===== src/rtl/core/dmpi_pkg.sv =====
// Shared types, widths and constants for the dual-motor PI speed loop.
// Holds the microcode program table used by the sequencer.
// No dependencies.
package dmpi_pkg;

   // payload field widths
   localparam int IN_COUNT_W = 32;
   localparam int TARGET_W   = 16;
   localparam int BASE_W     = 13;
   localparam int MAG_W      = 13;
   localparam int SPEED_W    = 16;

   // register widths
   localparam int SCALE_W  = 32;
   localparam int ALPHA_W  = 17;
   localparam int GAIN_W   = 16;
   localparam int LIMIT_W  = 12;
   localparam int DBAND_W  = 8;
   localparam int CSR_IDX_W  = 3;
   localparam int CSR_DATA_W = 32;

   // datapath widths
   localparam int MUL_W  = 33;
   localparam int PROD_W = 2 * MUL_W;
   localparam int RAW_W  = 32;
   localparam int FILT_W = 32;
   localparam int ERR_W  = 18;
   localparam int OUT_W  = 13;
   localparam int DRV_W  = 14;
   localparam int STEP_W = 4;

   localparam logic signed [RAW_W-1:0] RAW_LIMIT = 32'sh7FFF_0000;
   localparam logic [ALPHA_W-1:0]      ALPHA_ONE = 17'h1_0000;

   localparam logic WHEEL_A = 1'b0;
   localparam logic WHEEL_B = 1'b1;

   // register reset values
   localparam logic [SCALE_W-1:0]        RST_SPEED_SCALE  = 32'd65536;
   localparam logic [ALPHA_W-1:0]        RST_FILTER_ALPHA = 17'd13107;
   localparam logic signed [GAIN_W-1:0]  RST_DIFF_GAIN_A  = 16'sd1792;
   localparam logic signed [GAIN_W-1:0]  RST_ERR_GAIN_A   = 16'sd0;
   localparam logic signed [GAIN_W-1:0]  RST_DIFF_GAIN_B  = 16'sd1920;
   localparam logic signed [GAIN_W-1:0]  RST_ERR_GAIN_B   = 16'sd0;
   localparam logic [LIMIT_W-1:0]        RST_OUTPUT_LIMIT = 12'd1220;
   localparam logic [DBAND_W-1:0]        RST_DEADBAND     = 8'd5;

   typedef enum logic [CSR_IDX_W-1:0] {
      CSR_SPEED_SCALE  = 3'd0,
      CSR_FILTER_ALPHA = 3'd1,
      CSR_DIFF_GAIN_A  = 3'd2,
      CSR_ERR_GAIN_A   = 3'd3,
      CSR_DIFF_GAIN_B  = 3'd4,
      CSR_ERR_GAIN_B   = 3'd5,
      CSR_OUTPUT_LIMIT = 3'd6,
      CSR_DEADBAND     = 3'd7
   } csr_index_type;

   typedef struct packed {
      logic [SCALE_W-1:0]       speed_scale;
      logic [ALPHA_W-1:0]       filter_alpha;
      logic signed [GAIN_W-1:0] diff_gain_a;
      logic signed [GAIN_W-1:0] err_gain_a;
      logic signed [GAIN_W-1:0] diff_gain_b;
      logic signed [GAIN_W-1:0] err_gain_b;
      logic [LIMIT_W-1:0]       output_limit;
      logic [DBAND_W-1:0]       target_deadband;
   } cfg_type;

   typedef struct packed {
      logic signed [IN_COUNT_W-1:0] count_a;
      logic signed [IN_COUNT_W-1:0] count_b;
      logic signed [TARGET_W-1:0]   target_speed;
      logic signed [BASE_W-1:0]     base_drive;
      logic                         mode;
   } req_data_type;

   typedef enum logic [3:0] {
      OP_NOP,
      OP_DIFF,
      OP_SAT,
      OP_LOAD_PROD,
      OP_ADD_PROD,
      OP_FILT_STORE,
      OP_ERROR,
      OP_PERR,
      OP_INC_SCALE,
      OP_ACC_CLAMP,
      OP_ACC_OUT,
      OP_DRIVE
   } op_type;

   typedef enum logic [2:0] {
      MS_NONE,
      MS_SCALE,
      MS_FILT_OLD,
      MS_FILT_NEW,
      MS_DIFF,
      MS_ERR
   } mul_src_type;

   typedef enum logic [1:0] {
      JC_NEXT,
      JC_WAIT_REQ,
      JC_LOOP_WHEEL,
      JC_WAIT_OUT
   } cond_type;

   typedef logic [STEP_W-1:0] step_type;

   localparam step_type ST_IDLE      = 4'd0;
   localparam step_type ST_DIFF      = 4'd1;
   localparam step_type ST_MUL_SCALE = 4'd2;
   localparam step_type ST_SAT       = 4'd3;
   localparam step_type ST_MUL_NEW   = 4'd4;
   localparam step_type ST_FSUM      = 4'd5;
   localparam step_type ST_FSTORE    = 4'd6;
   localparam step_type ST_ERROR     = 4'd7;
   localparam step_type ST_MUL_DIFF  = 4'd8;
   localparam step_type ST_MUL_ERR   = 4'd9;
   localparam step_type ST_ISUM      = 4'd10;
   localparam step_type ST_ISCALE    = 4'd11;
   localparam step_type ST_ACC       = 4'd12;
   localparam step_type ST_ACC_OUT   = 4'd13;
   localparam step_type ST_DRIVE     = 4'd14;
   localparam step_type ST_LAST      = ST_DRIVE;

   typedef struct packed {
      op_type      op;
      mul_src_type mul_src;
      cond_type    cond;
      step_type    target;
   } uword_type;

   typedef struct packed {
      op_type      op;
      mul_src_type mul_src;
      logic        wheel;
      logic        accept;
   } ctl_type;

   typedef struct packed {
      logic out_free;
   } stat_type;

   // Microcode program. Steps 1..13 run once per wheel; the multiplier
   // result of a step is consumed by the following step.
   function automatic uword_type ucode_rom(input step_type step);
      uword_type w;
      unique case (step)
         ST_IDLE:      w = '{OP_NOP,        MS_NONE,     JC_WAIT_REQ,   ST_IDLE};
         ST_DIFF:      w = '{OP_DIFF,       MS_NONE,     JC_NEXT,       ST_IDLE};
         ST_MUL_SCALE: w = '{OP_NOP,        MS_SCALE,    JC_NEXT,       ST_IDLE};
         ST_SAT:       w = '{OP_SAT,        MS_FILT_OLD, JC_NEXT,       ST_IDLE};
         ST_MUL_NEW:   w = '{OP_LOAD_PROD,  MS_FILT_NEW, JC_NEXT,       ST_IDLE};
         ST_FSUM:      w = '{OP_ADD_PROD,   MS_NONE,     JC_NEXT,       ST_IDLE};
         ST_FSTORE:    w = '{OP_FILT_STORE, MS_NONE,     JC_NEXT,       ST_IDLE};
         ST_ERROR:     w = '{OP_ERROR,      MS_NONE,     JC_NEXT,       ST_IDLE};
         ST_MUL_DIFF:  w = '{OP_PERR,       MS_DIFF,     JC_NEXT,       ST_IDLE};
         ST_MUL_ERR:   w = '{OP_LOAD_PROD,  MS_ERR,      JC_NEXT,       ST_IDLE};
         ST_ISUM:      w = '{OP_ADD_PROD,   MS_NONE,     JC_NEXT,       ST_IDLE};
         ST_ISCALE:    w = '{OP_INC_SCALE,  MS_NONE,     JC_NEXT,       ST_IDLE};
         ST_ACC:       w = '{OP_ACC_CLAMP,  MS_NONE,     JC_NEXT,       ST_IDLE};
         ST_ACC_OUT:   w = '{OP_ACC_OUT,    MS_NONE,     JC_LOOP_WHEEL, ST_DIFF};
         ST_DRIVE:     w = '{OP_DRIVE,      MS_NONE,     JC_WAIT_OUT,   ST_IDLE};
         default:      w = '{OP_NOP,        MS_NONE,     JC_NEXT,       ST_IDLE};
      endcase
      return w;
   endfunction

endpackage


===== src/rtl/core/dmpi_seq.sv =====
// Microcode sequencer: step counter, program table lookup, conditional jumps
// and the wheel select. Depends on dmpi_pkg.
module dmpi_seq (
   input  logic               clock,
   input  logic               reset,
   input  logic               req_valid,
   input  dmpi_pkg::stat_type stat,
   output logic               req_ready,
   output dmpi_pkg::ctl_type  ctl
);
   import dmpi_pkg::*;

   step_type  step_ff, step_in;
   logic      wheel_ff, wheel_in;
   uword_type uword;
   logic      accept;

   assign uword     = ucode_rom(step_ff);
   assign req_ready = (uword.cond == JC_WAIT_REQ);
   assign accept    = req_ready && req_valid;

   assign ctl.op      = uword.op;
   assign ctl.mul_src = uword.mul_src;
   assign ctl.wheel   = wheel_ff;
   assign ctl.accept  = accept;

   always_comb begin
      step_in  = step_ff + 1'b1;
      wheel_in = wheel_ff;
      unique case (uword.cond)
         JC_NEXT: ;
         JC_WAIT_REQ: begin
            if (!req_valid) step_in = step_ff;
         end
         JC_LOOP_WHEEL: begin
            // wheel A done: rerun the wheel program for B
            if (wheel_ff == WHEEL_A) begin
               step_in  = uword.target;
               wheel_in = WHEEL_B;
            end else begin
               wheel_in = WHEEL_A;
            end
         end
         JC_WAIT_OUT: begin
            step_in = stat.out_free ? uword.target : step_ff;
         end
      endcase
   end

   always_ff @(posedge clock) begin
      if (reset) begin
         step_ff  <= ST_IDLE;
         wheel_ff <= WHEEL_A;
      end else begin
         step_ff  <= step_in;
         wheel_ff <= wheel_in;
      end
   end

`ifndef NO_ASSERTIONS
   ap_accept_start: assert property (@(posedge clock) disable iff (reset)
      accept |=> (step_ff == ST_DIFF && wheel_ff == WHEEL_A))
      else $error("accepted word did not start the wheel A program");

   ap_step_range: assert property (@(posedge clock) disable iff (reset)
      step_ff <= ST_LAST)
      else $error("step counter left the program");

   ap_drive_hold: assert property (@(posedge clock) disable iff (reset)
      (step_ff == ST_DRIVE && !stat.out_free) |=> step_ff == ST_DRIVE)
      else $error("drive step left while the response register was full");
`endif

endmodule


===== config.mk =====
export PLATFORM = sky130hd
export DESIGN_NAME = dmpi_seq
export DESIGN_NICKNAME = d
export VERILOG_FILES = /design/src/rtl/core/dmpi_pkg.sv /design/src/rtl/core/dmpi_seq.sv
export SDC_FILE = /design/constraint.sdc
export NUM_CORES = 1
export LEC_CHECK = 0
export BUFFER_PORTS_ARGS = -buffer_cell sky130_fd_sc_hd__buf_2
export CAP_MARGIN = 25
export CORE_UTILIZATION = 54
export CTS_CLUSTER_DIAMETER = 50
export CTS_CLUSTER_SIZE = 16
export DETAILED_ROUTE_END_ITERATION = 16
export HOLD_SLACK_MARGIN = 0.02
export MAX_ROUTING_LAYER = met4
export PLACE_DENSITY = 0.87
export SLEW_MARGIN = 20
export SYNTH_ARGS = -nofsm -noshare
export SYNTH_HDL_FRONTEND = slang
export SYNTH_SLANG_ARGS = --single-unit

===== constraint.sdc =====
create_clock -name clock -period 4.15 [get_ports clock]
set_input_delay 0.415 -clock clock [delete_from_list [all_inputs] [get_ports clock]]
set_output_delay 0.415 -clock clock [all_outputs]
set_load 0.01 [all_outputs]

**Word level (Yosys, flattened, before mapping)**

Memory sizes are Yosys's and may differ from the RTL's. A register that Yosys moved wholly into a read port is not among the register bits.
Cells that the tools add are included.

- Reduce and logical (&&, ||, !) cells: 2
- Equal/unequal tests: 5
- Add/sub/neg operators: 1
- Mux-type cells: 7

Operators by type and width:

| cell | count |
|---|---|
| $mux 4 | 5 |
| $pmux 4 s3 | 1 |
| $add 4x1->4 const B | 1 |
| $eq 2x2->1 const B | 2 |
| $ne 2x2->1 const B | 2 |
| $eq 2x1->1 const B | 1 |
| $reduce_and 2->1 | 1 |
| $logic_and 1x1->1 | 1 |
| $mux 1 | 1 |

- Output and inout port bits: 10
- Input bits: 4
- Flip-flop bits (word level): 5
- ROM bits: 160
- Word-level logic and storage cells: 18
- Memories: 1

Memories:

| memory | words | width | rd ports | clocked after memory_dff | wr ports | line | RTL |
|---|---|---|---|---|---|---|---|
| (name not given) | 16 | 10 | 1 | 1 | 0 | dmpi_pkg.sv:150 | `unique case (step)` |

**Depth between registers and ports, before layout**

Gate-level depths: netlist (run 1).

- Depth after elaboration: 5
- Mapped depth: 9
- Depth with buffers taken out: 8

**Worst setup path after synthesis (run 1)**

OpenSTA, ideal clock, no wires.

- Path type: register -> register
- Start point: reg, netlist name uword[5]
- End point: reg, netlist name uword[10]
- Required time: 4016 ps
- Setup slack: 2151 ps
- Buffers on the path: 1
- Arrival: 1866 ps
- Stages on the path, launching flop included: 9
- Period minus slack after synthesis: 1999 ps
- Library setup time: 134 ps
- Cells stage by stage: dfxtp_1 -> buf_6 -> mux2i_1 -> a221oi_1 -> o31a_1 -> inv_1 -> ha_1 -> mux2i_1 -> o221ai_1

- Cells in the longest elaborated chain, start to end: 5
- Elaborated cells between the ends (all ways): 9
- Those cells by class: eq/ne (5); mux (3); reduce/logical (1)

RTL lines:

| what | line | RTL |
|---|---|---|
| $eq 2x2->1 or $eq 2x1->1 (tied branches) | dmpi_seq.sv:30 | `unique case (uword.cond)` |
| $ne 2x2->1 (no source line) | n/a |  |
| $reduce_and 2->1 (no source line) | n/a |  |
| $mux 4 (no source line) (*) (2 in series) | n/a |  |

Every way passes the cells marked *; elsewhere a longest branch is shown, timed or not.
A chain may end at the register's enable or synchronous reset.

**Worst setup path in the final report (run 1)**

- Start point: reg, netlist name uword[5]
- End point: reg, netlist name uword[10]

- Cells in the longest elaborated chain, start to end: 5
- Elaborated cells between the ends (all ways): 9
- Those cells by class: eq/ne (5); mux (3); reduce/logical (1)

RTL lines:

| what | line |
|---|---|
| $eq 2x2->1 or $eq 2x1->1 (tied branches) | dmpi_seq.sv:30 |
| $ne 2x2->1 (no source line) | n/a |
| $reduce_and 2->1 (no source line) | n/a |
| $mux 4 (no source line) (*) (2 in series) | n/a |

Marked as above.

==> metrics.md, run 1 <==
| Metric | Value |
|---|---|
| Port bufs | 13 |
| Post-synth ARST share | 0 |
| Worst-Margin Slew | 516 ps |
| Fmax | 0.417 GHz |
| # fillers | 134 |
| Top_reg_cell synth | dfxtp_1 |
| Final hold viol count | 0 |
| H-tree Lvls | 1 |
| Commonest non-fill, non-tap cells in the layout | dfxtp_1 (15), buf_2 (13), nand2_1 (10) |
| Pwr Total | 0.361 mW |
| Synthesis-stage register bit count | 15 |
| Crit Path Max Fanout | 9 |
| DRT Wirelength | 1550 um |
| Largest net degree at the start of global routing | 13 |
| Mean Syn Cell Area | 8.96 um^2 |
| First-pass GRT wire length | 2590 um |
| Worst skew pair latency | 290 ps |
| Clk pin slew, worst setup/hold paths | 90 ps |
| Worst Hold Class | in -> reg |
| Startpoint types | flop |
| VDD IR max | 0.000235 V |
| Via density | 5.81 |
| Yosys warning count | 0 |
| Top cell type's share of synthesized area | 0.342 |
| Final Cycle Share | 0.578 |
| Share of cells above drive strength 1 | 0.223 |
| Multi-input gate area | 454 um^2 |
| CTS tree | built |
| Critical path class | reg -> reg |
| Slew Viols, Final | 0 |
| Crit path DAT | 2570 ps |
| Tmin final | 2400 ps |
| Commonest non-fill, non-tap cell in the layout | dfxtp_1 |
| Antenna Cells | 0 |
| Pre-CTS WS | 1810 ps |
| Post-CTS setup buffers | 0 |
| Post-Synthesis Cells | 98 |
| Top post-synthesis cells by area | dfxtp_1 (34%), buf_4 (8.5%), ha_1 (8.5%) |
| Slew HR | 0.646 |
| DRT Pass-1 Iters | 4 |
| Routed Antenna Nets | 0 |
| Global route overflow | 0 |
| Final setup vio count | 0 |
| R2R Setup Slk | 1750 ps |
| Post-synthesis cell type count | 38 |
| Cell area power density | 404 nW/um^2 |
| CTS max path bufs | 2 |
| Cells resized by post-CTS repair | 0 |
| Initial DRC count | 34 |
| I/O pins | 14 |
| GRT Util Overall | 0.199 |
| Worst EP required | 4320 ps |
| Area of the core | 1510 um^2 |
| Max-Cap Viols | 0 |
| DRC Markers | 0 |
| RSZ-0062 raised after global routing | no |
| Crit path setup slack, layout | 1750 ps |
| Die H | 42.3 um |
| RePlAce Congestion | 0.827 |
| Via count | 691 |
| Post-DP HPWL | 1150 um |
| Clock Skew | 0.997 ps |
| CTS sink count | 15 |
| Hold_buf cts | 0 |
| Clock Tree Root | clkbuf_4 |
| Seq/Total Area, Yosys | 0.342 |
| EDFF count, synth | 0 |
| Utilization after layout | 0.593 |
| Initial Util | 0.583 |
| Die width | 42.3 um |
| Post-synth net total | 108 |
| Vias in the first global route | 621 |
| Flip-flop and latch area | 300 um^2 |
| Synthesized area | 878 um^2 |
| Num CTS Buffers | 3 |
| Syn-to-layout area delta | 1.71% |
| Antenna violations before repair | 0 |
| FP Rows | 14 |
| # nets final | 114 |
| Die area | 1790 um^2 |
| Avg WL per Cell | 13.0 um |
| Synth area leader | dfxtp_1 |
| Status | completed |
| Lkg Pwr | 0.442 nW |
| Setup TNS | 0 ps |
| Crit end category | flop |
==> worst paths after layout <==
| kind | cells past startpoint | start | endpoint |
|---|---|---|---|
| worst max-delay path | 7 | uword[5] | uword[10] |
| worst min-delay path | 2 | reset | wheel_ff |
| worst max register to register | 7 | uword[5] | uword[10] |
| worst min register to register | 2 | wheel_ff | wheel_ff |
==> routing by layer <==
metal / global-route usage / wire length [um] / vias up
li1: - / - / 344
met1: 0.241 / 704 / 321
met2: 0.298 / 720 / 24
met3: 0.0517 / 95 / 2
met4: 0.113 / 27 / 0
met5: - / 0 / -
==> final cells by class <==
type,instances,share of cell area
clock buffer,3,0.0252
clock inverter,1,0.00560
multi-input combinational,64,0.508
tap,16,0.0224
sequential,15,0.336
inverter,7,0.0294
timing repair buffer,13,0.0728
==> report_power, final <==
part | switching, mW | internal (mW)
Combinational | 0.0570 | 0.0427
Clock | 0.0503 | 0.0359
Sequential | 0.0162 | 0.159
Total | 0.123 | 0.237
==> sequential cells by signal, summed over array words and instances, names as in the netlist <==
name      flops
wheel_ff      1
uword        10
step_ff       4
==> Yosys cell counts, drive strengths merged (2+ instances only) <==
cell	number
dfxtp	15
buf	12
nand2	10
nor2	8
inv	7
ha	6
mux2i	4
nand2b	4
nand3	3
o21ai	3
and3	2
o221ai	2
o31a	2
==> stage by stage <==
stage / hold slack (ps) / cell area, um^2 / cells
2_1_floorplan: 487 / 878 / 98
3_3_place_gp: 521 / 866 / 115
3_5_place_dp: 543 / 866 / 115
4_1_cts: 351 / 893 / 119
5_1_grt: 375 / 893 / 119
6_report: 357 / 893 / 119
==> kinds of logic after synthesis <==
kind of cell               count (synthesis)  synth area share
and+or+nand+nor                           33             0.185
AOI/OAI and AO/OA                         19             0.174
buffers and inverters                     19             0.141
DFF                                       15             0.342
adders and majority gates                  6            0.0855
muxes                                      5            0.0627
xor gates and xnor gates                   1           0.00997
==> critical path, cell delays in order, from the launching register on <==
cell and delay (ps):
dfxtp_1 520, mux2i_1 520, a221oi_1 200, o31a_1 380, inv_1 110, ha_1 260
mux2i_1 140, o221ai_1 140
No activity file was read; power rests on OpenSTA's default activity.
==> run 2, diff against run 1 <==
- ABC_AREA: unset -> 1
- clock period: 4.15 -> 2.3 ns (I/O delays scaled with it)
==> run 2 against run 1 <==
  * Utilization rose by 2.0 points
  * Routed wire length fell by 3.1%
  * Clock skew rose by 2.6 ps
  * Clock power rose by 69%
  * Cell area rose by 4.6%
  * Critical path type unchanged
  * Largest cell class unchanged
==> metrics.md, run 2 <==
| Metric | Value |
|---|---|
| Status | completed |
| Sequential power share | 0.425 |
| Port bufs | 13 |
| Yosys warning count | 0 |
| Cell area power density | 817 nW/um^2 |
| Post-synthesis cell type count | 24 |
| Synth area leader | dfxtp_1 |
| Synthesized area | 890 um^2 |
| Clock Power Share | 0.191 |
| I/O pins | 14 |
| DRT Pass-1 Iters | 4 |
| Critical path class | reg -> reg |
| CTS sink count | 15 |
| # nets final | 137 |
| Slew HR | 0.831 |
| Worst skew pair latency | 280 ps |
| Post-synth top cells | nand2_1 (27), dfxtp_1 (15), inv_1 (14), nand3_1 (13), buf_4 (9) |
| Post-placement cell count | 138 |
| FP Rows | 14 |
| Die area | 1810 um^2 |
| Seq/Total Area, Yosys | 0.338 |
| Sw frac | 0.385 |
| CTS max path bufs | 2 |
| Routed Antenna Nets | 0 |
| Via count | 714 |
| Cells resized by post-CTS repair | 0 |
| Worst-Margin Slew | 253 ps |
| Tmin final | 1870 ps |
| Net Sw Power | 0.294 mW |
| Die width | 42.6 um |
| Worst Hold Class | in -> reg |
| Pwr Total | 0.764 mW |
| Vias in the first global route | 615 |
| RSZ-0062 raised after global routing | no |
| Mean Syn Cell Area | 7.54 um^2 |
| GRT Util Overall | 0.193 |
| Area of the core | 1520 um^2 |
| Int Power | 0.470 mW |
| Final hold slack | 107 ps |
| DRC Markers | 0 |
| Top_reg_cell synth | dfxtp_1 |
| Clock Skew | 3.59 ps |
| Die H | 42.6 um |
| Startpoint types | flop |
| Hold_buf cts | 0 |
| Worst EP required | 2540 ps |
| H-tree Lvls | 1 |
| Avg WL per Cell | 10.6 um |
| Post-synth ARST share | 0 |
| Antenna Cells | 0 |
| Slew Viols, Final | 0 |
| Fmax | 0.533 GHz |
| Final Cycle Share | 0.815 |
| Syn-to-layout area delta | 5.06% |
| Initial DRC count | 6 |
| Post-CTS setup buffers | 0 |
| Top post-synthesis cells by area | dfxtp_1 (34%), nand2_1 (11%), ha_1 (8.4%) |
| Comb power frac | 0.384 |
| Max reg flops | 10 |
| Setup TNS | 0 ps |
| Top cell type's share of synthesized area | 0.338 |
| Final hold viol count | 0 |
| Commonest non-fill, non-tap cell in the layout | nand2_1 |
| First-pass GRT wire length | 2520 um |
| Global route overflow | 0 |
| Max-Cap Viols | 0 |
| Crit Path Max Fanout | 7 |
| Clk pin slew, worst setup/hold paths | 90 ps |
| Clock Tree Root | clkbuf_4 |
| Antenna violations before repair | 0 |
| Lkg Pwr | 0.527 nW |
| Via density | 5.03 |
| Largest net degree at the start of global routing | 10 |
| EDFF count, synth | 0 |
| Post-DP HPWL | 1190 um |
| VDD IR max | 0.000419 V |
| Post-Synthesis Cells | 118 |
| CTS tree | built |
| Synthesis-stage register bit count | 15 |
| RePlAce Congestion | 0.824 |
| Share of cells above drive strength 1 | 0.286 |
| Post-synth net total | 128 |
| # fillers | 125 |
| Crit path DAT | 2110 ps |
| DRT Wirelength | 1500 um |
| Flip-flop and latch area | 300 um^2 |
| Most instantiated library cell after synthesis | nand2_1 |
| Num CTS Buffers | 3 |
| Initial Util | 0.584 |
| Commonest non-fill, non-tap cells in the layout | nand2_1 (27), dfxtp_1 (15), inv_1 (14) |
| Final setup vio count | 0 |
| Multi-input gate area | 437 um^2 |
| Crit end category | flop |
| Post-Layout Cell Count | 142 |
[run 2: power by group through the flow]
stage                     Clock, mW  Combinational (mW)  Sequential (mW)
after floorplan                   0               0.248            0.327
after global placement            0               0.275            0.330
after detailed placement          0               0.287            0.331
after CTS                     0.154               0.293            0.325
after global routing          0.163               0.330            0.329
final                         0.146               0.294            0.324
[run 2: worst paths after layout]
check / from / endpoint / slack (ps) / depth (start not counted)
setup / recovery: uword[5] / uword[10] / 430 / 12
hold reg to reg: wheel_ff / wheel_ff / 490 / 2
hold / removal: reset / wheel_ff / 110 / 2
setup reg to reg: uword[5] / uword[10] / 430 / 12
[run 2: critical path: stages, from the launching register on]
cell	delay, ps
dfxtp_1	470
nand3_2	160
nand2_2	150
inv_2	60
nand2_1	90
nand3_1	160
inv_1	160
ha_1	280
inv_1	60
nand3_1	70
nand2_1	70
nand2_1	50
nand2_1	50
[run 2: final cells by class]
type | instances | share of cell area
clock buffers | 3 | 0.0241
clock inverters | 1 | 0.00535
inverters | 20 | 0.0910
multi-input cells | 74 | 0.467
flip-flops and latches | 15 | 0.321
well taps | 16 | 0.0214
repair buffers | 13 | 0.0696
[run 2: cell families after synthesis]
group / synth area share
and+or+nand+nor: 0.359
DFF: 0.338
adders and majority gates: 0.0844
AOI/OAI and AO/OA: 0.0478
buffers and inverters: 0.172
[run 2: metal layers]
metal | up-vias | share of wire | global-route usage
met5 | - | 0 | -
met4 | 0 | 0.018 | 0.0875
met3 | 4 | 0.038 | 0.0603
met2 | 17 | 0.52 | 0.338
met1 | 321 | 0.43 | 0.194
li1 | 372 | - | -
[run 2: metrics by stage]
step / utilization / setup slack (ps) / cell area [um^2]
2_1_floorplan: - / 653 / 890
3_3_place_gp: 0.595 / 554 / 907
3_5_place_dp: 0.595 / 470 / 907
4_1_cts: 0.613 / 428 / 935
5_1_grt: 0.613 / 233 / 935
6_report: 0.613 / 425 / 935
==> run 3, diff against run 2 <==
- ABC_AREA: 1 -> 0
- CORE_UTILIZATION: 54 -> 48
- PLACE_DENSITY: 0.87 -> 0.82
- clock period: 2.3 -> 1.61 ns (I/O delays scaled with it)
==> run 3 against run 2 <==
  * The run now ends with setup timing left
  * Cell area is 28% higher
  * Flip-flop and latch count stayed put
  * Register-to-register slack got worse by 620 ps
  * Non-clock buffer count up 17
  * Utilization rose by 7.9 points
  * Sequential power is 31% higher
  * First-iteration DRC count grew to 5.3 times the previous value
  * Setup slack lost 620 ps
  * Via count rose by 7.7%
  * Die area is 11% higher
  * Critical path type unchanged
==> metrics.md, run 3 (synthesis results as in run 1) <==
| Metric | Value |
|---|---|
| Clock Skew | 6.28 ps |
| Multi-input gate area | 603 um^2 |
| Lkg Pwr | 0.560 nW |
| Post-DP HPWL | 1340 um |
| Failing checks | setup timing |
| Hold Path Depth | 2 |
| DRT Pass-1 Iters | 4 |
| Commonest non-fill, non-tap cell in the layout | buf_4 |
| Clock Tree Root | clkbuf_4 |
| Crit path setup slack, layout | -197 ps |
| Die H | 44.8 um |
| Worst reg2reg startpoint | uword[5] |
| Post-placement cell count | 137 |
| Num CTS Buffers | 3 |
| DRC Markers | 0 |
| Antenna violations before repair | 0 |
| Crit path DAT | 1980 ps |
| Global route overflow | 0 |
| Via count | 769 |
| DRT Wirelength | 2000 um |
| RePlAce Congestion | 0.974 |
| Final hold viol count | 0 |
| WHS Endpoint | wheel_ff |
| Vias in the first global route | 670 |
| Critical path class | reg -> reg |
| Final Cycle Share | 1.12 |
| H-tree Lvls | 1 |
| Initial Util | 0.509 |
| Tmin final | 1810 ps |
| R2R Setup Slk | -200 ps |
| Worst EP required | 1780 ps |
| # nets final | 132 |
| Slew Viols, Final | 0 |
| Pre-CTS WS | -174 ps |
| Post-Layout Cell Count | 146 |
| Die area | 2000 um^2 |
| Slew HR | 0.755 |
| Status | finished, violations left |
| Largest net degree at the start of global routing | 11 |
| I/O pins | 14 |
| Reg2reg end | uword[10] |
| Worst Hold Class | in -> reg |
| Routed Antenna Nets | 0 |
| Cell area power density | 942 nW/um^2 |
| Worst skew pair latency | 300 ps |
| Port bufs | 13 |
| Share of cells above drive strength 1 | 0.529 |
| Max-Cap Viols | 0 |
| Hold_buf cts | 0 |
| Worst-Margin Slew | 368 ps |
| Max reg flops | 10 |
| CTS tree | built |
| CTS max path bufs | 2 |
| Setup TNS | -843 ps |
| GRT Util Overall | 0.223 |
| Crit end category | flop |
| Flip-flop and latch area | 304 um^2 |
| Final setup vio count | 8 |
| Fmax | 0.553 GHz |
| Initial DRC count | 32 |
| # fillers | 125 |
| Via density | 5.27 |
| Antenna Cells | 0 |
| First-pass GRT wire length | 2990 um |
| Clk pin slew, worst setup/hold paths | 100 ps |
| Crit Path Max Fanout | 5 |
| Commonest non-fill, non-tap cells in the layout | buf_4 (16), dfxtp_1 (14), buf_2 (13) |
| Area of the core | 1730 um^2 |
| FP Rows | 15 |
| Avg WL per Cell | 13.7 um |
| Die width | 44.8 um |
| RSZ-0062 raised after global routing | yes |
| CTS sink count | 15 |
| VDD IR max | 0.000622 V |
| Startpoint types | flop |
| R2r worst-path depth | 7 |
| Syn-to-layout area delta | 36.2% |
| Hold path startpoint | reset |
-- run 3: power by group --
part / total, mW / switching [mW] / internal, mW
clock network: 0.226 / 0.133 / 0.0927
registers: 0.425 / 0.0176 / 0.407
logic: 0.476 / 0.242 / 0.234
total: 1.13 / 0.393 / 0.734
-- run 3: layout make-up --
class	count	share of cell area
Multi-Input combinational cell	64	0.504
Sequential cell	15	0.254
Timing Repair Buffer	30	0.164
Tap cell	25	0.0262
Inverter	7	0.0241
Clock buffer	3	0.0188
Clock inverter	1	0.00418
Timing Repair inverter	1	0.00418
-- run 3: what timing repair did --
action,in CTS,in global routing
setup buffers,2,2
setup endpoints to repair,9,10
pin swaps,7,3
resized for setup,12,8
gates cloned,0,1
-- run 3: stage by stage --
stage	util	instance area, um^2	power [mW]	hold slack (ps)
2_1_floorplan	-	951	0.740	233
3_3_place_gp	0.607	1050	0.825	446
3_5_place_dp	0.607	1050	0.841	444
4_1_cts	0.666	1150	1.10	133
5_1_grt	0.693	1200	1.19	147
6_report	0.693	1200	1.13	140
-- run 3: worst max path at each step --
stage | cells past startpoint | slack, ps | endpoint | startpoint
floorplan | 8 | -210 | uword[10] | uword[5]
detailed placement | 7 | -170 | uword[10] | uword[5]
global placement | 7 | -110 | uword[10] | uword[5]
finish | 7 | -200 | uword[10] | uword[5]
CTS | 7 | -180 | uword[10] | uword[5]
global route | 8 | -280 | uword[11] | uword[5]
-- run 3: critical path, stage by stage, from the launching register on --
cell      delay [ps]
dfxtp_4          370
mux2i_4          200
a221oi_2         300
o31a_1           260
inv_2             90
ha_4             230
mux2i_1          120
o221ai_1         110
-- run 3: per-layer routing --
| layer | wire length (um) | global-route usage | vias to the layer above |
|---|---|---|---|
| met1 | 865 | 0.271 | 349 |
| met4 | 43 | 0.133 | 0 |
| met3 | 128 | 0.0720 | 5 |
| met5 | 0 | - | - |
| met2 | 958 | 0.321 | 30 |
| li1 | - | - | 385 |
