==> src/rtl/core/dmpi_pkg.sv <==
// Shared types, widths and constants for the dual-motor PI speed loop.
// Holds the microcode program table used by the sequencer.
// No dependencies.
package dmpi_pkg;

   // payload field widths
   localparam int IN_COUNT_W = 32;
   localparam int TARGET_W   = 16;
   localparam int BASE_W     = 13;
   localparam int MAG_W      = 13;
   localparam int SPEED_W    = 16;

   // register widths
   localparam int SCALE_W  = 32;
   localparam int ALPHA_W  = 17;
   localparam int GAIN_W   = 16;
   localparam int LIMIT_W  = 12;
   localparam int DBAND_W  = 8;
   localparam int CSR_IDX_W  = 3;
   localparam int CSR_DATA_W = 32;

   // datapath widths
   localparam int MUL_W  = 33;
   localparam int PROD_W = 2 * MUL_W;
   localparam int RAW_W  = 32;
   localparam int FILT_W = 32;
   localparam int ERR_W  = 18;
   localparam int OUT_W  = 13;
   localparam int DRV_W  = 14;
   localparam int STEP_W = 4;

   localparam logic signed [RAW_W-1:0] RAW_LIMIT = 32'sh7FFF_0000;
   localparam logic [ALPHA_W-1:0]      ALPHA_ONE = 17'h1_0000;

   localparam logic WHEEL_A = 1'b0;
   localparam logic WHEEL_B = 1'b1;

   // register reset values
   localparam logic [SCALE_W-1:0]        RST_SPEED_SCALE  = 32'd65536;
   localparam logic [ALPHA_W-1:0]        RST_FILTER_ALPHA = 17'd13107;
   localparam logic signed [GAIN_W-1:0]  RST_DIFF_GAIN_A  = 16'sd1792;
   localparam logic signed [GAIN_W-1:0]  RST_ERR_GAIN_A   = 16'sd0;
   localparam logic signed [GAIN_W-1:0]  RST_DIFF_GAIN_B  = 16'sd1920;
   localparam logic signed [GAIN_W-1:0]  RST_ERR_GAIN_B   = 16'sd0;
   localparam logic [LIMIT_W-1:0]        RST_OUTPUT_LIMIT = 12'd1220;
   localparam logic [DBAND_W-1:0]        RST_DEADBAND     = 8'd5;

   typedef enum logic [CSR_IDX_W-1:0] {
      CSR_SPEED_SCALE  = 3'd0,
      CSR_FILTER_ALPHA = 3'd1,
      CSR_DIFF_GAIN_A  = 3'd2,
      CSR_ERR_GAIN_A   = 3'd3,
      CSR_DIFF_GAIN_B  = 3'd4,
      CSR_ERR_GAIN_B   = 3'd5,
      CSR_OUTPUT_LIMIT = 3'd6,
      CSR_DEADBAND     = 3'd7
   } csr_index_type;

   typedef struct packed {
      logic [SCALE_W-1:0]       speed_scale;
      logic [ALPHA_W-1:0]       filter_alpha;
      logic signed [GAIN_W-1:0] diff_gain_a;
      logic signed [GAIN_W-1:0] err_gain_a;
      logic signed [GAIN_W-1:0] diff_gain_b;
      logic signed [GAIN_W-1:0] err_gain_b;
      logic [LIMIT_W-1:0]       output_limit;
      logic [DBAND_W-1:0]       target_deadband;
   } cfg_type;

   typedef struct packed {
      logic signed [IN_COUNT_W-1:0] count_a;
      logic signed [IN_COUNT_W-1:0] count_b;
      logic signed [TARGET_W-1:0]   target_speed;
      logic signed [BASE_W-1:0]     base_drive;
      logic                         mode;
   } req_data_type;

   typedef enum logic [3:0] {
      OP_NOP,
      OP_DIFF,
      OP_SAT,
      OP_LOAD_PROD,
      OP_ADD_PROD,
      OP_FILT_STORE,
      OP_ERROR,
      OP_PERR,
      OP_INC_SCALE,
      OP_ACC_CLAMP,
      OP_ACC_OUT,
      OP_DRIVE
   } op_type;

   typedef enum logic [2:0] {
      MS_NONE,
      MS_SCALE,
      MS_FILT_OLD,
      MS_FILT_NEW,
      MS_DIFF,
      MS_ERR
   } mul_src_type;

   typedef enum logic [1:0] {
      JC_NEXT,
      JC_WAIT_REQ,
      JC_LOOP_WHEEL,
      JC_WAIT_OUT
   } cond_type;

   typedef logic [STEP_W-1:0] step_type;

   localparam step_type ST_IDLE      = 4'd0;
   localparam step_type ST_DIFF      = 4'd1;
   localparam step_type ST_MUL_SCALE = 4'd2;
   localparam step_type ST_SAT       = 4'd3;
   localparam step_type ST_MUL_NEW   = 4'd4;
   localparam step_type ST_FSUM      = 4'd5;
   localparam step_type ST_FSTORE    = 4'd6;
   localparam step_type ST_ERROR     = 4'd7;
   localparam step_type ST_MUL_DIFF  = 4'd8;
   localparam step_type ST_MUL_ERR   = 4'd9;
   localparam step_type ST_ISUM      = 4'd10;
   localparam step_type ST_ISCALE    = 4'd11;
   localparam step_type ST_ACC       = 4'd12;
   localparam step_type ST_ACC_OUT   = 4'd13;
   localparam step_type ST_DRIVE     = 4'd14;
   localparam step_type ST_LAST      = ST_DRIVE;

   typedef struct packed {
      op_type      op;
      mul_src_type mul_src;
      cond_type    cond;
      step_type    target;
   } uword_type;

   typedef struct packed {
      op_type      op;
      mul_src_type mul_src;
      logic        wheel;
      logic        accept;
   } ctl_type;

   typedef struct packed {
      logic out_free;
   } stat_type;

   // Microcode program. Steps 1..13 run once per wheel; the multiplier
   // result of a step is consumed by the following step.
   function automatic uword_type ucode_rom(input step_type step);
      uword_type w;
      unique case (step)
         ST_IDLE:      w = '{OP_NOP,        MS_NONE,     JC_WAIT_REQ,   ST_IDLE};
         ST_DIFF:      w = '{OP_DIFF,       MS_NONE,     JC_NEXT,       ST_IDLE};
         ST_MUL_SCALE: w = '{OP_NOP,        MS_SCALE,    JC_NEXT,       ST_IDLE};
         ST_SAT:       w = '{OP_SAT,        MS_FILT_OLD, JC_NEXT,       ST_IDLE};
         ST_MUL_NEW:   w = '{OP_LOAD_PROD,  MS_FILT_NEW, JC_NEXT,       ST_IDLE};
         ST_FSUM:      w = '{OP_ADD_PROD,   MS_NONE,     JC_NEXT,       ST_IDLE};
         ST_FSTORE:    w = '{OP_FILT_STORE, MS_NONE,     JC_NEXT,       ST_IDLE};
         ST_ERROR:     w = '{OP_ERROR,      MS_NONE,     JC_NEXT,       ST_IDLE};
         ST_MUL_DIFF:  w = '{OP_PERR,       MS_DIFF,     JC_NEXT,       ST_IDLE};
         ST_MUL_ERR:   w = '{OP_LOAD_PROD,  MS_ERR,      JC_NEXT,       ST_IDLE};
         ST_ISUM:      w = '{OP_ADD_PROD,   MS_NONE,     JC_NEXT,       ST_IDLE};
         ST_ISCALE:    w = '{OP_INC_SCALE,  MS_NONE,     JC_NEXT,       ST_IDLE};
         ST_ACC:       w = '{OP_ACC_CLAMP,  MS_NONE,     JC_NEXT,       ST_IDLE};
         ST_ACC_OUT:   w = '{OP_ACC_OUT,    MS_NONE,     JC_LOOP_WHEEL, ST_DIFF};
         ST_DRIVE:     w = '{OP_DRIVE,      MS_NONE,     JC_WAIT_OUT,   ST_IDLE};
         default:      w = '{OP_NOP,        MS_NONE,     JC_NEXT,       ST_IDLE};
      endcase
      return w;
   endfunction

endpackage

==> src/rtl/core/dmpi_if.sv <==


interface dmpi_csr_if;
   import dmpi_pkg::*;
   logic                  valid;
   logic                  ready;
   logic [CSR_IDX_W-1:0]  index;
   logic [CSR_DATA_W-1:0] data;
   modport source (output valid, index, data, input ready);
   modport sink   (input valid, index, data, output ready);
endinterface

==> src/rtl/core/dmpi_csr.sv <==
// Configuration register file, written through the register write port.
// Depends on dmpi_pkg and dmpi_if.
module dmpi_csr (
   input  logic              clock,
   input  logic              reset,
   dmpi_csr_if.sink          csr_if,
   output dmpi_pkg::cfg_type cfg
);
   import dmpi_pkg::*;

   cfg_type cfg_ff;

   assign csr_if.ready = 1'b1;
   assign cfg          = cfg_ff;

   always_ff @(posedge clock) begin
      if (reset) begin
         cfg_ff.speed_scale     <= RST_SPEED_SCALE;
         cfg_ff.filter_alpha    <= RST_FILTER_ALPHA;
         cfg_ff.diff_gain_a     <= RST_DIFF_GAIN_A;
         cfg_ff.err_gain_a      <= RST_ERR_GAIN_A;
         cfg_ff.diff_gain_b     <= RST_DIFF_GAIN_B;
         cfg_ff.err_gain_b      <= RST_ERR_GAIN_B;
         cfg_ff.output_limit    <= RST_OUTPUT_LIMIT;
         cfg_ff.target_deadband <= RST_DEADBAND;
      end else if (csr_if.valid) begin
         unique case (csr_if.index)
            CSR_SPEED_SCALE:  cfg_ff.speed_scale     <= csr_if.data[SCALE_W-1:0];
            CSR_FILTER_ALPHA: cfg_ff.filter_alpha    <= csr_if.data[ALPHA_W-1:0];
            CSR_DIFF_GAIN_A:  cfg_ff.diff_gain_a     <= $signed(csr_if.data[GAIN_W-1:0]);
            CSR_ERR_GAIN_A:   cfg_ff.err_gain_a      <= $signed(csr_if.data[GAIN_W-1:0]);
            CSR_DIFF_GAIN_B:  cfg_ff.diff_gain_b     <= $signed(csr_if.data[GAIN_W-1:0]);
            CSR_ERR_GAIN_B:   cfg_ff.err_gain_b      <= $signed(csr_if.data[GAIN_W-1:0]);
            CSR_OUTPUT_LIMIT: cfg_ff.output_limit    <= csr_if.data[LIMIT_W-1:0];
            CSR_DEADBAND:     cfg_ff.target_deadband <= csr_if.data[DBAND_W-1:0];
         endcase
      end
   end

endmodule

==> src/flat_wrapper.sv <==
// flat-port wrapper written by rule: the top's interface ports become plain ports
module dmpi_csr_flat import dmpi_pkg::*;
  (clock, reset, cfg, csr_if_valid, csr_if_index, csr_if_data, csr_if_ready);
  dmpi_csr_if csr_if_i ();
  input  logic clock;
  input  logic reset;
  output dmpi_pkg::cfg_type cfg;
  input wire logic [$bits(csr_if_i.valid)-1:0] csr_if_valid;
  input wire logic [$bits(csr_if_i.index)-1:0] csr_if_index;
  input wire logic [$bits(csr_if_i.data)-1:0] csr_if_data;
  output wire logic [$bits(csr_if_i.ready)-1:0] csr_if_ready;
  assign csr_if_i.valid = csr_if_valid;
  assign csr_if_i.index = csr_if_index;
  assign csr_if_i.data = csr_if_data;
  assign csr_if_ready = csr_if_i.ready;
  dmpi_csr u_core (.clock(clock), .reset(reset), .csr_if(csr_if_i), .cfg(cfg));
endmodule
==> config.mk <==
export PLATFORM = sky130hd
export DESIGN_NAME = dmpi_csr_flat
export DESIGN_NICKNAME = d
export VERILOG_FILES = /design/src/rtl/core/dmpi_pkg.sv /design/src/rtl/core/dmpi_if.sv /design/src/rtl/core/dmpi_csr.sv /design/src/flat_wrapper.sv
export SDC_FILE = /design/constraint.sdc
export NUM_CORES = 1
export LEC_CHECK = 0
export BUFFER_PORTS_ARGS = -buffer_cell sky130_fd_sc_hd__buf_2
export CAP_MARGIN = 20
export CORE_ASPECT_RATIO = 0.7
export CORE_MARGIN = 1.5
export CORE_UTILIZATION = 50
export CTS_CLUSTER_DIAMETER = 80
export DETAILED_ROUTE_END_ITERATION = 7
export GPL_TIMING_DRIVEN = 0
export PLACE_DENSITY = 0.79
export SLEW_MARGIN = 0
export SYNTH_ARGS = -nofsm -noshare
export SYNTH_HDL_FRONTEND = slang
export SYNTH_SLANG_ARGS = --single-unit
==> constraint.sdc <==
create_clock -name clock -period 2.9 [get_ports clock]
set_input_delay 0.58 -clock clock [delete_from_list [all_inputs] [get_ports clock]]
set_output_delay 0.58 -clock clock [all_outputs]
set_load 0.03 [all_outputs]
After elaboration in Yosys (flattened, before gate mapping):

Cells that the tools add are included.

* input port bits: 38
* register bits: 133
* word-level logic and storage cells: 24
* output and inout port bits: 134

* equality and inequality tests: 7
* reductions and logical operators: 9

Operators by type and width (count)
* AND reduction 2 bit: 8
* == test 3 bit (second input constant): 4
* == test 3 x 2 -> 1 bit (second input constant): 2
* == test 3 x 1 -> 1 bit (second input constant): 1
* zero test 3 bit: 1

Depth between registers and ports, before layout:

Gate-level depths: netlist of run 1.

* depth in word-level cells: 2
* gate-level depth with buffers: 5
* depth with buffers taken out: 2

Least setup slack after synthesis of run 1:

No wires, ideal clock.

* kind: input to register
* start: in csr_if_index[0]
* end: reg u_core.cfg_ff, in the netlist u_core.cfg[102]
* library setup time: 72 ps
* data required time: 2828 ps
* path buffers: 2
* stages: 4
* data arrival time: 1536 ps
* setup slack: 1293 ps
* path through: buf_4 nor4b_4 buf_6 mux2i_1

* longest elaborated chain between the ends: 2

Ends and longest elaborated chain
* start, declared: line flat_wrapper.sv:9 `input wire logic [$bits(csr_if_i.index)-1:0] csr_if_index;`
* zero test 3 bit: line dmpi_csr.sv:27 `unique case (csr_if.index)`
* AND reduction 2 bit (no source line)
* end, declared: line dmpi_csr.sv:11 `cfg_type cfg_ff;`

Every way passes these cells.
A chain may end at the register's enable or synchronous reset.

Worst setup path after layout of run 1:

* start: reg u_core.cfg_ff, in the netlist u_core.cfg[92]
* end: out cfg[92] in the netlist's numbering

RTL lines
* end, declared: line flat_wrapper.sv:7 `output dmpi_pkg::cfg_type cfg;`

No word-level cell between the ends.

==> results of run 1 <==
==> per-layer routing <==
metal / vias up / global-route usage (%) / wire, µm
met1: 2015 / 33.6 / 6780
met3: 12 / 8.86 / 991
met4: 0 / 9.30 / 129
li1: 1990 / - / -
met5: - / 0 / 0
met2: 153 / 42.7 / 6580
==> cell usage after synthesis, drive strengths merged <==
cell type,count,area [µm²]
clkbuf,16,60.1
nand4bb,3,33.8
nor2,35,131
mux2i,133,1330
dfxtp,133,2660
nor4b,1,23.8
nor4bb,1,10.0
conb,1,3.75
nand4,1,12.5
nand2b,143,895
buf,24,160
nand4b,3,26.3
==> per-stage QoR <==
stage | util, % | total power [µW]
finish | 67.4 | 4690
global route | 67.4 | 4830
CTS | 67.4 | 4710
detailed placement | 61.0 | 2300
global placement | 61.0 | 2290
floorplan | - | 2170
==> power breakdown <==
| group | leakage [µW] | switching [µW] | internal (µW) |
|---|---|---|---|
| Clock | 0.000321 | 769 | 1660 |
| Combinational | 0.00218 | 236 | 136 |
| Sequential | 0.00108 | 21.4 | 1870 |
| Total | 0.00358 | 1030 | 3660 |
==> worst reg2reg max path, cell delays in order (launching register included) <==
cell     delay, ns
dfxtp_1       0.36
nor2_1        0.06
mux2i_1       0.15
==> cells by family after synthesis <==
group,count (synthesis),share of synthesized area [%]
and+or+nand+nor,187,21.2
muxes,133,24.9
buffers and inverters,40,4.12
DFF,133,49.8
other,1,0.0701
==> worst max-delay path by stage <==
| stage | from | end | slack (ns) | cells past startpoint |
|---|---|---|---|---|
| 3_3_place_gp | reset | u_core.cfg[106] | 1.09 | 4 |
| 3_5_place_dp | reset | u_core.cfg[42] | 1.05 | 4 |
| 6_report | u_core.cfg[92] | cfg[92] | 1.33 | 1 |
| 5_1_grt | u_core.cfg[92] | cfg[92] | 1.28 | 1 |
| 4_1_cts | u_core.cfg[92] | cfg[92] | 1.32 | 1 |
| 2_1_floorplan | csr_if_index[0] | u_core.cfg[102] | 1.29 | 4 |
==> final cells by class <==
cell class | count | area, µm²
flip-flops and latches | 133 | 2660
repair buffers | 165 | 826
fillers | 831 | 3390
well taps | 132 | 165
clock inverters | 9 | 198
multi-input cells | 321 | 2470
clock buffers | 23 | 468
plain buffers | 40 | 220
==> flow_metrics.tcl, run 1 <==
set metrics [dict create \
    ant_nets 0 \
    final_common_cell "buf_2" \
    setup_tns_ns 0 \
    period_share_pct 54.2 \
    max_slew_margin_pct 63.6 \
    grt-ovfl-total 0 \
    postPlaceCellArea_um2 6340 \
    fin_nets 716 \
    synth_seq_area_share_pct 49.8 \
    maxCapViolations 0 \
    grt_pass1_wl_um 22300 \
    wl_per_cell_um 17.6 \
    dp_hpwl_um 10600 \
    num_vias 4170 \
    routabilityCongestion 0.778 \
    critPathKind "register to output pin" \
    min_from "csr_if_data[22]" \
    outcome "finished, final reports clean" \
    hold_violations 0 \
    worstPathRequired_ns 2.32 \
    clk_latency_ns 0.41 \
    route.detailed.drc 0 \
    setup_ws_ns 1.33 \
    cts_setup_buffers 0 \
    drtIter0Drc 149 \
    grt_max_degree 17 \
    cellPowerDensity_nw_per_um2 669 \
    ir_worst_vdd_mv 0.459 \
    rows 31 \
    synth.distinct_cells 14 \
    diodes 0 \
    drive_gt1_share_pct 31.7 \
    drv_slew 0 \
    cts_root_buf "clkbuf_16" \
    place.port_buffers 165 \
    power_leakage_uw 0.00358 \
    clock_path_buffers 2 \
    rrSetupSlack_ns 2.25 \
    die-area_um2 11300 \
    netlist_area_um2 5350 \
    critPathBufInv 1 \
    clock_skew_ns 0 \
    hold_depth 3 \
    cts_resized 0 \
    worstPathMaxFanout 2 \
    cts_tree "done" \
    worst_pin_slew_ns 0.545 \
    start_util_pct 51.5 \
    die_height_um 89.5 \
    final_cells 823 \
    dp.cells 791 \
    wirelength_um 14500 \
    syn_avg_cell_area_um2 10.8 \
    syn-num-nets 532 \
    first_pass_iters 4 \
    area_delta_synth_final_pct 31.0 \
    hold-path-endpoint "u_core.cfg[123]" \
    io_pins 172 \
    pre_cts_ws_ns 1.05 \
    grt.total_usage_pct 26.4 \
    cts-hold-fix-buffers 0 \
    clock-sinks 133 \
    cp_cell_sequence "buf_2" \
    r2r-start "u_core.cfg[92]" \
    rsz0062_at_grt "no" \
    grt_pass1_vias 4278 \
    layout.cells.most_common_list "179 x buf_2, 143 x nand2b_1, 133 x mux2i_1, 133 x dfxtp_1, 35 x nor2_1" \
    final_cell_area_um2 7010 \
    cp_slowest_cell "dfxtp_1" \
    setup_violations 0 \
    ys_seq_elements 133 \
    r2r_cells 2 \
    r2r-end "u_core.cfg[92]" \
    whs_ns 0.424 \
    largest_reg_flops 133 \
    hold_path.class "input pin to register" \
    placeableCoreArea_um2 10400 \
    cp_slowest_stage_delay_ns 0.36 \
    start_kind "register" \
    dieWidth_um 127 \
    end_kind "output pin" \
    path_delay_family "flip-flops" \
    grt_antenna_before_repair 0 \
    cp_data_arrival_time_ns 0.99 \
    avgViaCountPerCell 5.07 \
    finalCriticalPeriod_ns 1.57 \
    syn_inst 494 \
    clk_pin_slew_worst_paths_ns 0.06 \
    h-tree-depth 4 \
    yosys_warnings 0 \
    cts-buffers-inserted 17 \
    max_freq_mhz 636 \
]
Note: power is estimated with default switching activity, not from simulation.
==> inputs of run 2 (changes only) <==
--- a/config.mk
+++ b/config.mk
@@ -5,6 +5,7 @@
 export SDC_FILE = /design/constraint.sdc
 export NUM_CORES = 1
 export LEC_CHECK = 0
+export ABC_AREA = 1
 export BUFFER_PORTS_ARGS = -buffer_cell sky130_fd_sc_hd__buf_2
 export CAP_MARGIN = 20
 export CORE_ASPECT_RATIO = 0.7
==> constraint.sdc (replaced) <==
create_clock -name clock -period 1.5 [get_ports clock]
set_input_delay 0.3 -clock clock [delete_from_list [all_inputs] [get_ports clock]]
set_output_delay 0.3 -clock clock [all_outputs]
set_load 0.03 [all_outputs]
==> run 2 against run 1 <==
Largest cell class unchanged; critical endpoint is now cfg[81]; clock skew unchanged; critical path depth stayed put; routed wire length rose by 14%; sequential cell count did not move; synthesized area decreased by 1.2%; highest routed layer unchanged; clock power increased by 94%; design area fell by 0.66%; via count increased by 34%.
==> flow_metrics.tcl, run 2 <==
set metrics [dict create \
    period_share_pct 87.7 \
    postPlaceCellArea_um2 6300 \
    clock_path_buffers 2 \
    diodes 0 \
    final_cells 1084 \
    area_delta_synth_final_pct 31.7 \
    final_common_cell "nor2_1" \
    grt.total_usage_pct 29.9 \
    hold_violations 0 \
    synth_edf_count 0 \
    grt_max_degree 17 \
    ir_worst_vdd_mv 0.851 \
    maxCapViolations 0 \
    cts_root_buf "clkbuf_16" \
    clk_latency_ns 0.41 \
    max_slew_margin_pct 64.0 \
    drv_slew 0 \
    worstPathMaxFanout 2 \
    clk_pin_slew_worst_paths_ns 0.05 \
    grt_pass1_vias 4960 \
    rows 31 \
    synth_top_cell_by_area "dfxtp_1" \
    h-tree-depth 4 \
    rsz0062_at_grt "no" \
    whs_ns 0.111 \
    num_vias 5582 \
    syn_inst 752 \
    route.detailed.drc 0 \
    layout.cells.most_common_list "223 x nor2_1, 187 x buf_2, 170 x nand2_1" \
    drive_gt1_share_pct 25.6 \
    wl_per_cell_um 15.2 \
    io_pins 172 \
    setup_violations 0 \
    power_leakage_uw 0.00356 \
    grt-ovfl-total 0 \
    synthDominantCellAreaShare_pct 50.4 \
    cp_data_arrival_time_ns 1.01 \
    end_kind "output pin" \
    routabilityCongestion 0.835 \
    synth_common_cells "223 x nor2_1, 170 x nand2_1, 133 x dfxtp_1, 127 x nand3_1, 39 x inv_1" \
    cellPowerDensity_nw_per_um2 1360 \
    dieWidth_um 126 \
    async_flop_share_pct 0 \
    grt_pass1_wl_um 25300 \
    worst_pin_slew_ns 0.540 \
    cts-buffers-inserted 17 \
    die-area_um2 11200 \
    final_cell_area_um2 6960 \
    ant_nets 0 \
    clock_skew_ns 0 \
    start_kind "register" \
    cts_setup_buffers 0 \
    yosys_warnings 0 \
    largest_reg_flops 133 \
    cts_resized 0 \
    setup_tns_ns 0 \
    wirelength_um 16400 \
    fin_nets 979 \
    synth.distinct_cells 15 \
    yosysMostFrequentCell "nor2_1" \
    finalCriticalPeriod_ns 1.31 \
    netlist_area_um2 5290 \
    drtIter0Drc 497 \
    cp_slowest_cell "dfxtp_1" \
    syn-num-nets 790 \
    cp_cell_sequence "buf_2" \
    synth_seq_area_share_pct 50.4 \
    max_freq_mhz 761 \
    start_util_pct 51.2 \
    first_pass_iters 8 \
    grt_antenna_before_repair 0 \
    dp_hpwl_um 11700 \
    synth_area_leaders "dfxtp_1 50%, nor2_1 16%, nand2_1 12%" \
    ys_seq_elements 133 \
    place.port_buffers 170 \
    placeableCoreArea_um2 10300 \
    avgViaCountPerCell 5.15 \
    path_delay_family "flip-flops" \
    critPathKind "register to output pin" \
    syn_avg_cell_area_um2 7.03 \
    dp.cells 1054 \
    cts-hold-fix-buffers 0 \
    die_height_um 89.0 \
    outcome "finished, final reports clean" \
    clock-sinks 133 \
    cts_tree "done" \
    critPathBufInv 1 \
    worstPathRequired_ns 1.20 \
    hold_path.class "input pin to register" \
    synth_ff_type "dfxtp_1" \
    cp_slowest_stage_delay_ns 0.38 \
]
run 2: changes by cell type after synthesis, sizes merged, moves of 3 or more:
cell	previous run	this run
nand3	0	127
nand4bb	3	0
nand2b	143	0
mux2i	133	0
nand2	0	172
nor2	35	234
nand4b	3	0
clkbuf	16	5
buf	24	40
inv	0	40
run 2: layer usage:
metal,global-route usage (%),part of all wire (%)
met3,9.04,11
met1,38.3,43
met4,10.8,2.1
met2,48.7,44
met5,0,0
run 2: cell families (layout without fill, tap and decap cells):
group / count (synthesis) / count (layout) / synth area share [%]
simple gates: 533 / 533 / 42.0
flops: 133 / 133 / 50.4
buf+inv: 85 / 285 / 7.50
other cells: 1 / 1 / 0.0710
run 2: layout make-up:
cell class	count	area, µm²
multi-input combinational	534	2230
timing repair buffer	170	851
clock inverter	10	203
tap	132	165
fill	926	3360
sequential	133	2660
inverter	40	150
clock buffer	20	457
buffer	45	246
run 2: per-stage QoR:
stage,setup WS [ns],total power (µW),utilization (%)
4_1_cts,0.201,9470,67.5
2_1_floorplan,0.418,4500,-
5_1_grt,0.158,9770,67.5
6_report,0.185,9480,67.5
3_5_place_dp,0.0122,4850,61.1
3_3_place_gp,0.0437,4830,61.1
run 2: worst paths after layout:
check	cells after the start	slack, ns	start	to
worst max-delay path	1	0.19	u_core.cfg[81]	cfg[81]
worst min-delay path	3	0.11	csr_if_data[5]	u_core.cfg[89]
worst max register to register	2	0.88	u_core.cfg[73]	u_core.cfg[73]
worst min register to register	2	0.47	u_core.cfg[89]	u_core.cfg[89]
run 2: where the power goes:
part / switching (µW) / internal, µW / total (µW)
registers: 67.2 / 3660 / 3730
logic: 767 / 300 / 1070
clock network: 1510 / 3180 / 4690
total: 2350 / 7140 / 9480
==> inputs of run 3 (changes only) <==
--- a/config.mk
+++ b/config.mk
@@ -14,7 +14,7 @@
 export CTS_CLUSTER_DIAMETER = 80
 export DETAILED_ROUTE_END_ITERATION = 7
 export GPL_TIMING_DRIVEN = 0
-export PLACE_DENSITY = 0.79
+export PLACE_DENSITY_LB_ADDON = 0.12
 export SLEW_MARGIN = 0
 export SYNTH_ARGS = -nofsm -noshare
 export SYNTH_HDL_FRONTEND = slang
==> run 3 against run 2 <==
The flow now finishes with violations (design-rule violations); utilization is 0.70 points lower; worst hold slack got worse by 0.0098 ns; setup slack gained 0.015 ns; first-iteration DRC count grew 4.8%; critical path depth did not move; combinational power hardly changed; global-route usage is 0.42 points lower; routed wire length down 0.85%; fmax grew 1.1%; via count shrank 0.34%; critical endpoint is now cfg[21]; largest power group unchanged.
==> flow_metrics.tcl, run 3 (same netlist as run 2, synthesis figures left out) <==
set metrics [dict create \
    outcome "finished with violations" \
    violations "design-rule violations" \
    io_pins 172 \
    cp_cell_sequence "buf_2" \
    busiest_layer "met2" \
    path_delay_family "flip-flops" \
    p_seq_share_pct 41.8 \
    cp_data_arrival_time_ns 1.00 \
    critPathKind "register to output pin" \
    clock_skew_ns 0 \
    route.detailed.drc 11 \
    r2r_cells 2 \
    grt_max_degree 17 \
    area_delta_synth_final_pct 30.3 \
    cts_tree "done" \
    power_leakage_uw 0.00351 \
    clock-sinks 133 \
    clk_latency_ns 0.41 \
    diodes 0 \
    worst_pin_slew_ns 0.565 \
    grt_pass1_wl_um 25100 \
    dp_hpwl_um 11700 \
    worstPathMaxFanout 2 \
    setup_tns_ns 0 \
    place.port_buffers 170 \
    final_util_pct 66.8 \
    multi_input_comb_area_um2 2230 \
    final_common_cell "nor2_1" \
    cts-buffers-inserted 17 \
    largest_reg_flops 133 \
    wirelength_um 16300 \
    drtIter0Drc 521 \
    netSwitchingFraction_pct 27.2 \
    ir_worst_vdd_mv 0.813 \
    end_kind "output pin" \
    h-tree-depth 4 \
    hold_violations 0 \
    wl_per_cell_um 15.0 \
    period_share_pct 86.7 \
    clk_pin_slew_worst_paths_ns 0.06 \
    p_sw_uw 2420 \
    ant_nets 0 \
    fin_nets 979 \
    critPathBufInv 1 \
    cp_slowest_cell "dfxtp_1" \
    grt_util_met3_pct 10.2 \
    clock_path_buffers 2 \
    routabilityCongestion 0.866 \
    cp_slowest_stage_delay_ns 0.37 \
    start_util_pct 51.2 \
    rsz0062_at_grt "no" \
    p_int_uw 6490 \
    fillers 941 \
    hold_depth 3 \
    grt_util_met1_pct 38.1 \
    worstPathRequired_ns 1.20 \
    rows 31 \
    p_clk_share_pct 46.2 \
    cts_resized 0 \
    maxCapViolations 0 \
    placeableCoreArea_um2 10300 \
    cts_setup_buffers 0 \
    dieWidth_um 126 \
    use_met2_pct 45.8 \
    seq_area_um2 2660 \
    num_vias 5563 \
    die-area_um2 11200 \
    worst-path-stages 1 \
    drive_gt1_share_pct 25.8 \
    layout.cells.most_common_list "223 x nor2_1, 187 x buf_2, 170 x nand2_1" \
    grt_antenna_before_repair 0 \
    max_freq_mhz 769 \
    first_pass_iters 7 \
    cts_root_buf "clkbuf_16" \
    finalCriticalPeriod_ns 1.30 \
    max_slew_margin_pct 62.3 \
    grt.total_usage_pct 29.4 \
    p_comb_share_pct 11.9 \
    die_height_um 89.0 \
    grt-ovfl-total 0 \
    cts-hold-fix-buffers 0 \
    start_kind "register" \
    cellPowerDensity_nw_per_um2 1290 \
    setup_violations 0 \
    hold_path.class "input pin to register" \
    drv_slew 0 \
    avgViaCountPerCell 5.12 \
    grt_pass1_vias 4936 \
    finalPower_uw 8900 \
]
## run 3: cell types whose count changed in the layout (fill, tap and decap cells not counted)
| cell | delta |
|---|---|
| bufinv_16 | -4 |
| clkinvlp_4 | +4 |
| clkinv_4 | +2 |
## run 3: final cells by class
type,instances,area share [%]
flip-flops and latches,133,38.7
well taps,132,2.40
multi-input cells,534,32.3
clock inverters,12,1.89
clock buffers,20,6.63
inverters,40,2.18
repair buffers,170,12.4
plain buffers,45,3.58
## run 3: layer usage
metal	wire length (µm)	share of wire [%]
met2	6960	43
met4	430	2.6
met3	1720	11
met5	0	0
met1	7190	44
## run 3: through the flow
stage | instances | setup WS, ns | hold slack (ns) | cell area, µm²
final | 1086 | 0.200 | 0.102 | 6890
after global routing | 1086 | 0.168 | 0.102 | 6890
after CTS | 1086 | 0.192 | 0.0851 | 6890
after detailed placement | 1054 | 0.0118 | 0.451 | 6300
after global placement | 1054 | 0.0537 | 0.440 | 6300
after floorplan | 752 | 0.418 | 0.413 | 5290
## run 3: power groups by stage
stage | logic, µW | registers, µW | clock network [µW]
global placement | 1030 | 3790 | 0
global route | 1150 | 3740 | 4300
finish | 1060 | 3730 | 4120
detailed placement | 1050 | 3800 | 0
CTS | 1050 | 3720 | 4120
floorplan | 456 | 4040 | 0
## run 3: worst paths after layout
check	start	endpoint	slack, ns
setup / recovery	u_core.cfg[21]	cfg[21]	0.20
hold / removal	csr_if_data[12]	u_core.cfg[96]	0.10
setup reg to reg	u_core.cfg[13]	u_core.cfg[13]	0.90
hold reg to reg	u_core.cfg[14]	u_core.cfg[14]	0.47
